## config.mk

```make
export PLATFORM = sky130hd
export DESIGN_NAME = smdt_divider
export DESIGN_NICKNAME = d
export VERILOG_FILES = /design/src/hw/rtl/smdt_divider.sv
export SDC_FILE = /design/constraint.sdc
export NUM_CORES = 1
export LEC_CHECK = 0
export BUFFER_PORTS_ARGS = -buffer_cell sky130_fd_sc_hd__buf_2
export CORE_MARGIN = 5
export CORE_UTILIZATION = 30
export DETAILED_ROUTE_END_ITERATION = 10
export PLACE_DENSITY = 0.6
export SYNTH_ARGS = -nofsm -noshare
export SYNTH_HDL_FRONTEND = slang
export SYNTH_SLANG_ARGS = --single-unit
```

## constraint.sdc

```tcl
create_clock -name clk_i -period 4.5 [get_ports clk_i]
set_input_delay 0.675 -clock clk_i [delete_from_list [all_inputs] [get_ports clk_i]]
set_output_delay 0.675 -clock clk_i [all_outputs]
set_load 0.005 [all_outputs]
```

## src/hw/rtl/smdt_divider.sv

```systemverilog
// ---------------------------------------------------------------------------
// smdt_divider
// Restoring divider, one quotient bit per cycle while step_i is high.
// ---------------------------------------------------------------------------
`default_nettype none
module smdt_divider #(
  parameter int unsigned NumW = 64,
  parameter int unsigned DenW = 48
) (
  input  wire logic            clk_i,
  input  wire logic            start_i,
  input  wire logic            step_i,
  input  wire logic [NumW-1:0] num_i,
  input  wire logic [DenW-1:0] den_i,
  output logic      [NumW-1:0] quot_o
);
  logic [NumW-1:0] quot_q, quot_d;
  logic [DenW:0]   rem_q, rem_d;
  logic [DenW-1:0] den_q, den_d;
  logic [DenW:0]   trial;

  // Shift one numerator bit into the remainder and try the subtraction.
  always_comb begin
    quot_d = quot_q;
    rem_d  = rem_q;
    den_d  = den_q;
    trial  = {rem_q[DenW-1:0], quot_q[NumW-1]};
    if (start_i) begin
      quot_d = num_i;
      rem_d  = '0;
      den_d  = den_i;
    end else if (step_i) begin
      if (trial >= {1'b0, den_q}) begin
        rem_d = trial - {1'b0, den_q};
        quot_d = {quot_q[NumW-2:0], 1'b1};
      end else begin
        rem_d = trial;
        quot_d = {quot_q[NumW-2:0], 1'b0};
      end
    end
  end

  always_ff @(posedge clk_i) begin
    quot_q <= quot_d;
    rem_q  <= rem_d;
    den_q  <= den_d;
  end

  assign quot_o = quot_q;
endmodule
`default_nettype wire

```

Word-level counts from Yosys, hierarchy flattened
Index checks and enable logic that the tools add are counted.
- register bits after elaboration: 160
- bits in latches: 0
- bits in writable memories: 0
- bits in read-only memories: 0
- input bits: 115
- output and inout port bits: 64
- word-level logic and storage cells: 10
- memories: 0
- add/sub/neg operators: 1
- multiply operators: 0
- div/mod/pow operators: 0
- $lt $le $gt $ge: 1
- equality and inequality tests: 0
- shifts and indexed selects: 0
- mux-type cells: 4
- bitwise logic cells: 0
- reductions and logical operators: 1
- operator list (cell ; number):
    64-bit 2-to-1 mux ; 2
    49-bit by 48-bit >= comparator with 1-bit output ; 1
    48-bit 2-to-1 mux ; 1
    48-bit subtractor ; 1
    2-bit nonzero test ; 1
    1-bit 2-to-1 mux ; 1

Longest topological paths before layout
Gate-level depths: netlist of the first run.
- word-level depth: 4
- depth in mapped cells: 15
- depth with buffers taken out: 13

Worst setup path after synthesis of the first run
Ideal clock, no wire load.
- kind: register -> register
- start point: register quot_q[63] (netlist: quot_o[63])
- end point: register rem_q[36]
- data arrival time: 3.052 ns
- data required time: 4.363 ns
- path slack: 1.311 ns
- cell stages (with the launch flop): 14
- buffers on the path: 0
- clock period less this slack: 3.189 ns
- cell sequence: edfxtp_1 -> inv_1 -> ha_1 -> fa_1 -> and2b_1 -> o2111ai_1 -> a21oi_2 -> nor4_1 -> o31a_1 -> a2111o_1 -> and3_1 -> or2_0 -> a221oi_1 -> a211oi_1
- word-level cells in the longest chain between the ends: 2
- elaborated cells between the ends (all ways): 3
- those cells by class: add/sub (1); order compare (1); mux (1)
- ends and longest elaborated chain (what ; line ; RTL):
    from (decl) ; 17 ; logic [NumW-1:0] quot_q, quot_d;
    from (signal assigned) ; 44 ; quot_q <= quot_d;
    48-bit subtractor / 49-bit by 48-bit >= comparator with 1-bit output (equally long branches) ; 34, 33 ;
    48-bit 2-to-1 mux (*) ; 33 ; if (trial >= {1'b0, den_q}) begin
    to (signal assigned) ; 45 ; rem_q <= rem_d;
    to (decl) ; 18 ; logic [DenW:0] rem_q, rem_d;
Mark *: on every way between the ends. The rest lies on a longest branch, timed or not.
A chain may end at the register's enable or synchronous reset.

Worst setup path after layout of the first run
Ends and elaborated chain as after synthesis.

==> flow_summary.toml, run 1 <==
[yosys]
synth_warnings = 0
synth-simple-area-share = 0.107
synth-xor-area-share = 0.0349
syn_nets = 1060
synth_top_family_by_area = "compound AO/OA/AOI/OAI gates"
synthMuxAreaShare = 0.103
synth.avg_cell_area_um2 = 10.4
postSynthCellCount = 896
synth_compound_area_frac = 0.171
synth_edf_count = 112
ys.flop_type = "edfxtp_1"
yosys.area_share.adder = 0.0668
seq_area_frac_synth = 0.465
async_reset_ff_frac = 0
netlist_area_um2 = 9300
ys_types = 71
synth-seq-cells = 160

[floorplanning]
die-area_um2 = 34600
core_area_um2 = 30600
start_util = 0.304
fp-row-count = 64
die_x_um = 186
die_h_um = 186
ioPinCount = 179

[sta]
max_freq_ghz = 0.270
worst_slack_ps = 790
tightest_slew_ps = 980
holdWs_ps = 410
fin_crit_ps = 3710
rsz0062_at_grt = "false"
skew_ps = 10.1
tns_ps = 0
final_hold_viol_count = 0
final_max_slew_viol_count = 0
setup_viol = 0
slew_headroom = 0.346
finalCritPeriodShare = 0.824

[cts]
cts_buffer_depth = 2
cts_tree = "built"
post-cts-setup-buffer-count = 0
cts_root_buf = "clkbuf_16"
clk_pin_slew_ps = 70
post_cts_resized = 0
clk_latency_ps = 430
cts.sinks = 160
htreeDepth = 4
cts_hold_buf = 0
cts_buffers = 17

[critical_path]
cp.depth = 13
endpoint_kind = "flip-flop"
path_class = "reg2reg"
crit_buf_inv = 1
crit_chain = "inv_1 -> ha_1 -> fa_1 -> and2b_1 -> o2111ai_1 -> a21oi_2 -> nor4_1 -> o31a_1 -> a2111o_1 -> and3_1 -> or2_0 -> a221oi_1 -> a211oi_1"
required_ps = 4770
crit_path_top_delay_cell = "a2111o_1"
cp-start-kind = "flip-flop"
r2r_cells = 13
arrival_ps = 3980
path_max_fanout = 5
critPathMaxStageDelay_ps = 480
path_delay_family = "compound AO/OA/AOI/OAI gates"

[cells_and_area]
finalNonFillerCells = 1460
fin_nets = 1214
utilization = 0.365
drive_gt1_frac = 0.288
final_cell_area_um2 = 11200
area_growth_pct = 20.1

[route]
drt-total-wl_um = 23400
via_per_inst = 4.94
route.met2.wl_um = 10400
final_antenna_net_count = 0
drc = 0
wl_per_cell_um = 16.1
first_iter_violations = 378
num_vias = 7208
dr.pass1.iters = 5
met3_wirelength_um = 1960
wl_met1_um = 10700
top_layer = "met5"

[hold_path]
worst_hold_path_type = "in2reg"
hold_path_depth = 1

[grt]
grt-ovfl-total = 0
grt.total_usage = 0.138
grt_pass1_wl_um = 38200
grt_max_degree = 89
antenna_found_initial = 4
grt_pass1_vias = 7382

[power_and_ir_drop]
total_power_mw = 4.62
powerDensity_nw_per_um2 = 414
p_leak_nw = 4.68
ir_drop_mv = 0.272

[run]
maxCapViolations = 0

[outcome]
status = "complete, no violations"

[place]
place_ws_ps = 800
place_congestion = 0.868
dp_hpwl_um = 17500
numPortBuffers = 178
dp.cells = 1427
placed_area_um2 = 10500
[cells in the mapped netlist (7+ instances only)]
library cell    n  area, um^2
xor2_1          9        78.8
inv_1          68         255
mux2i_1        19         190
xnor2_1        28         245
and3_1          8        50.1
o21ai_0        23         115
ha_1           48         601
o21a_1          7        52.6
mux2_2         68         766
dfxtp_1        48         961
buf_2           8        40.0
nand4_1        11        68.8
nor2b_1         7        43.8
nor3_1          8        40.0
a21oi_1        76         380
edfxtp_1      112        3360
nand2_1        44         165
nor2_1         88         330
nand3_1        16        80.1
a21o_1         13        97.6
a211oi_1       41         308
clkbuf_1       35         131
o21bai_1        8        60.1
[cell usage in the layout, fill, tap and decap left out, types with 23 or more instances in the layout]
| cell | count |
|---|---|
| buf_2 | 177 |
| edfxtp_1 | 112 |
| nor2_1 | 88 |
| a21oi_1 | 76 |
| mux2_2 | 68 |
| inv_1 | 67 |
| ha_1 | 48 |
| dfxtp_1 | 48 |
| nand2_1 | 44 |
| a211oi_1 | 41 |
| xnor2_1 | 28 |
| o21ai_0 | 23 |
[layer usage]
layer | vias up | global-route usage
met3 | 28 | 0.0551
met1 | 3346 | 0.178
met5 | - | 0
met4 | 4 | 0.0449
li1 | 3604 | -
met2 | 226 | 0.213
[cells by family after synthesis]
family / Yosys count
adders and majority gates: 49
buffers and inverters: 121
muxes: 87
DFF: 160
xor gates and xnor gates: 37
AOI/OAI and AO/OA: 228
and+or+nand+nor: 214
[power by group]
part,internal (mW),total (mW),switching (mW)
clock network,0.893,1.55,0.658
registers,1.75,1.83,0.0883
logic,0.537,1.23,0.696
[state kept, by name, indices dropped and copies added, names as in the netlist]
register / cells
quot_o: 64
den_q: 48
rem_q: 48
[worst paths after layout]
kind / from / end / slack [ps]
max: quot_o[63]$_DFFE_PP_ / rem_q[36]$_SDFFE_PP0P_ / 790
min: den_i[21] / den_q[21]$_DFFE_PP_ / 410
max reg2reg: quot_o[63]$_DFFE_PP_ / rem_q[36]$_SDFFE_PP0P_ / 790
min reg2reg: rem_q[15]$_SDFFE_PP0P_ / rem_q[16]$_SDFFE_PP0P_ / 490
[layout make-up]
cell class | count | area, um^2
clock inverter | 15 | 201
clock buffer | 17 | 425
timing repair buffer | 188 | 972
antenna | 1 | 2.50
fill | 3115 | 19400
tap | 396 | 495
inverter | 68 | 255
multi-input combinational | 615 | 4490
sequential | 160 | 4320
Power figures use the tool's default switching activity.
==> run 2: changes to the inputs <==
Clock period 4.5 ns to 3.9 ns, I/O delays scaled along.
==> run 2 against run 1 <==
Net effect:
- power up 12%
- first-iteration DRC count increased by 1.1%
- non-clock buffer count increased by 3
- global-route usage about the same
- count of clock-buffer cells in the layout grew 1
- largest cell class unchanged
==> flow_summary.toml, run 2 (same netlist as run 1, synthesis figures left out) <==
[cells_and_area]
fillCellCount = 3148
area_growth_pct = 20.0
largest_register_ffs = 64
fin_nets = 1218
drive_gt1_frac = 0.290
multi_input_area_um2 = 4500
final_common_cell = "buf_2"
layout_common_cells = "buf_2 (177), edfxtp_1 (112), nor2_1 (88)"
register_area_um2 = 4320

[sta]
worst_slack_ps = 274
slew_headroom = 0.438
final_hold_viol_count = 0
max_freq_ghz = 0.276
setup_viol = 0
tns_ps = 0
finalCritPeriodShare = 0.930
skew_ps = 20.3
rsz0062_at_grt = "false"
tightest_slew_ps = 835
final_max_slew_viol_count = 0
fin_crit_ps = 3630

[place]
numPortBuffers = 178
dp_hpwl_um = 17400
place_congestion = 0.833
place_ws_ps = 276

[cts]
post_cts_resized = 0
cts_buffer_depth = 2
cts.sinks = 160
cts_root_buf = "clkbuf_16"
clk_latency_ps = 450
htreeDepth = 4
cts_hold_buf = 0
cts_buffers = 17
post-cts-setup-buffer-count = 0
cts_tree = "built"
clk_pin_slew_ps = 80

[critical_path]
cp-endpoint = "rem_q[32]$_SDFFE_PP0P_"
path_max_fanout = 5
arrival_ps = 4000
rrSetupSlack_ps = 270
path_class = "reg2reg"
timing.rr.end = "rem_q[32]$_SDFFE_PP0P_"
r2r-start = "quot_o[63]$_DFFE_PP_"
cp-start-kind = "flip-flop"
r2r_cells = 13
critPathLaunch = "quot_o[63]$_DFFE_PP_"
required_ps = 4270
endpoint_kind = "flip-flop"

[hold_path]
worst_hold_path_type = "in2reg"
hold_path_depth = 1

[grt]
antenna_found_initial = 6
grt.met1_usage = 0.173
met3_usage = 0.0571
grt_pass1_vias = 7373
grt.total_usage = 0.138
grt_pass1_wl_um = 37900
grt_util_met2 = 0.215
grt_max_degree = 73
top_usage_layer = "met2"
grt-ovfl-total = 0

[route]
drt-total-wl_um = 23500
drc = 0
final_antenna_net_count = 0
first_iter_violations = 382
via_per_inst = 4.92
dr.pass1.iters = 5
wl_per_cell_um = 16.0
num_vias = 7201

[power_and_ir_drop]
ir_drop_mv = 0.294
p_leak_nw = 4.67
powerDensity_nw_per_um2 = 464

[outcome]
status = "complete, no violations"

[floorplanning]
fp-row-count = 64
start_util = 0.304
die_h_um = 186
ioPinCount = 179
core_area_um2 = 30600
die_x_um = 186
die-area_um2 = 34600

[run]
maxCapViolations = 0
==> run 2: cell count changes in the layout (fill, tap and decap cells not counted), sizes merged <==
| cell | previous run | this run |
|---|---|---|
| a31oi | 9 | 10 |
| buf | 188 | 191 |
| bufinv | 3 | 0 |
| clkbuf | 17 | 18 |
| clkinv | 6 | 3 |
| clkinvlp | 1 | 3 |
| inv | 73 | 76 |
==> run 2: routing by layer <==
layer  vias to the layer above  part of all wire
li1                       3616                 -
met1                      3316              0.45
met2                       229              0.44
met3                        32             0.089
met4                         8             0.020
met5                         -            0.0018
==> run 2: worst max-delay path: stages, from the launching register on <==
cell       delay [ps]
edfxtp_1          430
inv_1              70
ha_1              220
fa_1              390
and2b_1           240
o2111ai_1         170
a21oi_2           260
nor4_1             80
o31a_1            380
a2111o_1          490
and3_1            230
a2111oi_2         350
o21ai_1           100
a21oi_1           150
==> run 2: layout make-up <==
class | instances | share of cell area
Timing Repair Buffer | 191 | 0.0925
Tap cell | 396 | 0.0444
Inverter | 68 | 0.0229
Sequential cell | 160 | 0.387
Multi-Input combinational cell | 616 | 0.403
Clock inverter | 14 | 0.0108
Clock buffer | 18 | 0.0385
Antenna cell | 1 | 0.000224
==> run 2: how the worst min path moves through the flow <==
stage | start | end
after floorplan | rem_q[46]$_SDFFE_PP0P_ | rem_q[46]$_SDFFE_PP0P_
after global placement | rem_q[32]$_SDFFE_PP0P_ | rem_q[32]$_SDFFE_PP0P_
after detailed placement | rem_q[46]$_SDFFE_PP0P_ | rem_q[46]$_SDFFE_PP0P_
after CTS | den_i[47] | den_q[47]$_DFFE_PP_
after global routing | den_i[47] | den_q[47]$_DFFE_PP_
final | den_i[47] | den_q[47]$_DFFE_PP_
==> run 2: stage by stage <==
| stage | cell area (um^2) | hold slack (ps) | power (mW) | utilization | cells |
|---|---|---|---|---|---|
| 6_report | 11200 | 305 | 5.17 | 0.365 | 1464 |
| 5_1_grt | 11200 | 281 | 5.50 | 0.365 | 1463 |
| 3_5_place_dp | 10600 | 484 | 3.60 | 0.346 | 1430 |
| 2_1_floorplan | 9300 | 455 | 3.18 | - | 896 |
| 4_1_cts | 11100 | 276 | 5.25 | 0.364 | 1462 |
| 3_3_place_gp | 10600 | 474 | 3.58 | 0.346 | 1430 |
==> run 2: power breakdown <==
| group | switching, mW | total, mW | internal, mW |
|---|---|---|---|
| Combinational | 0.806 | 1.45 | 0.642 |
| Clock | 0.776 | 1.61 | 0.835 |
| Sequential | 0.102 | 2.12 | 2.01 |
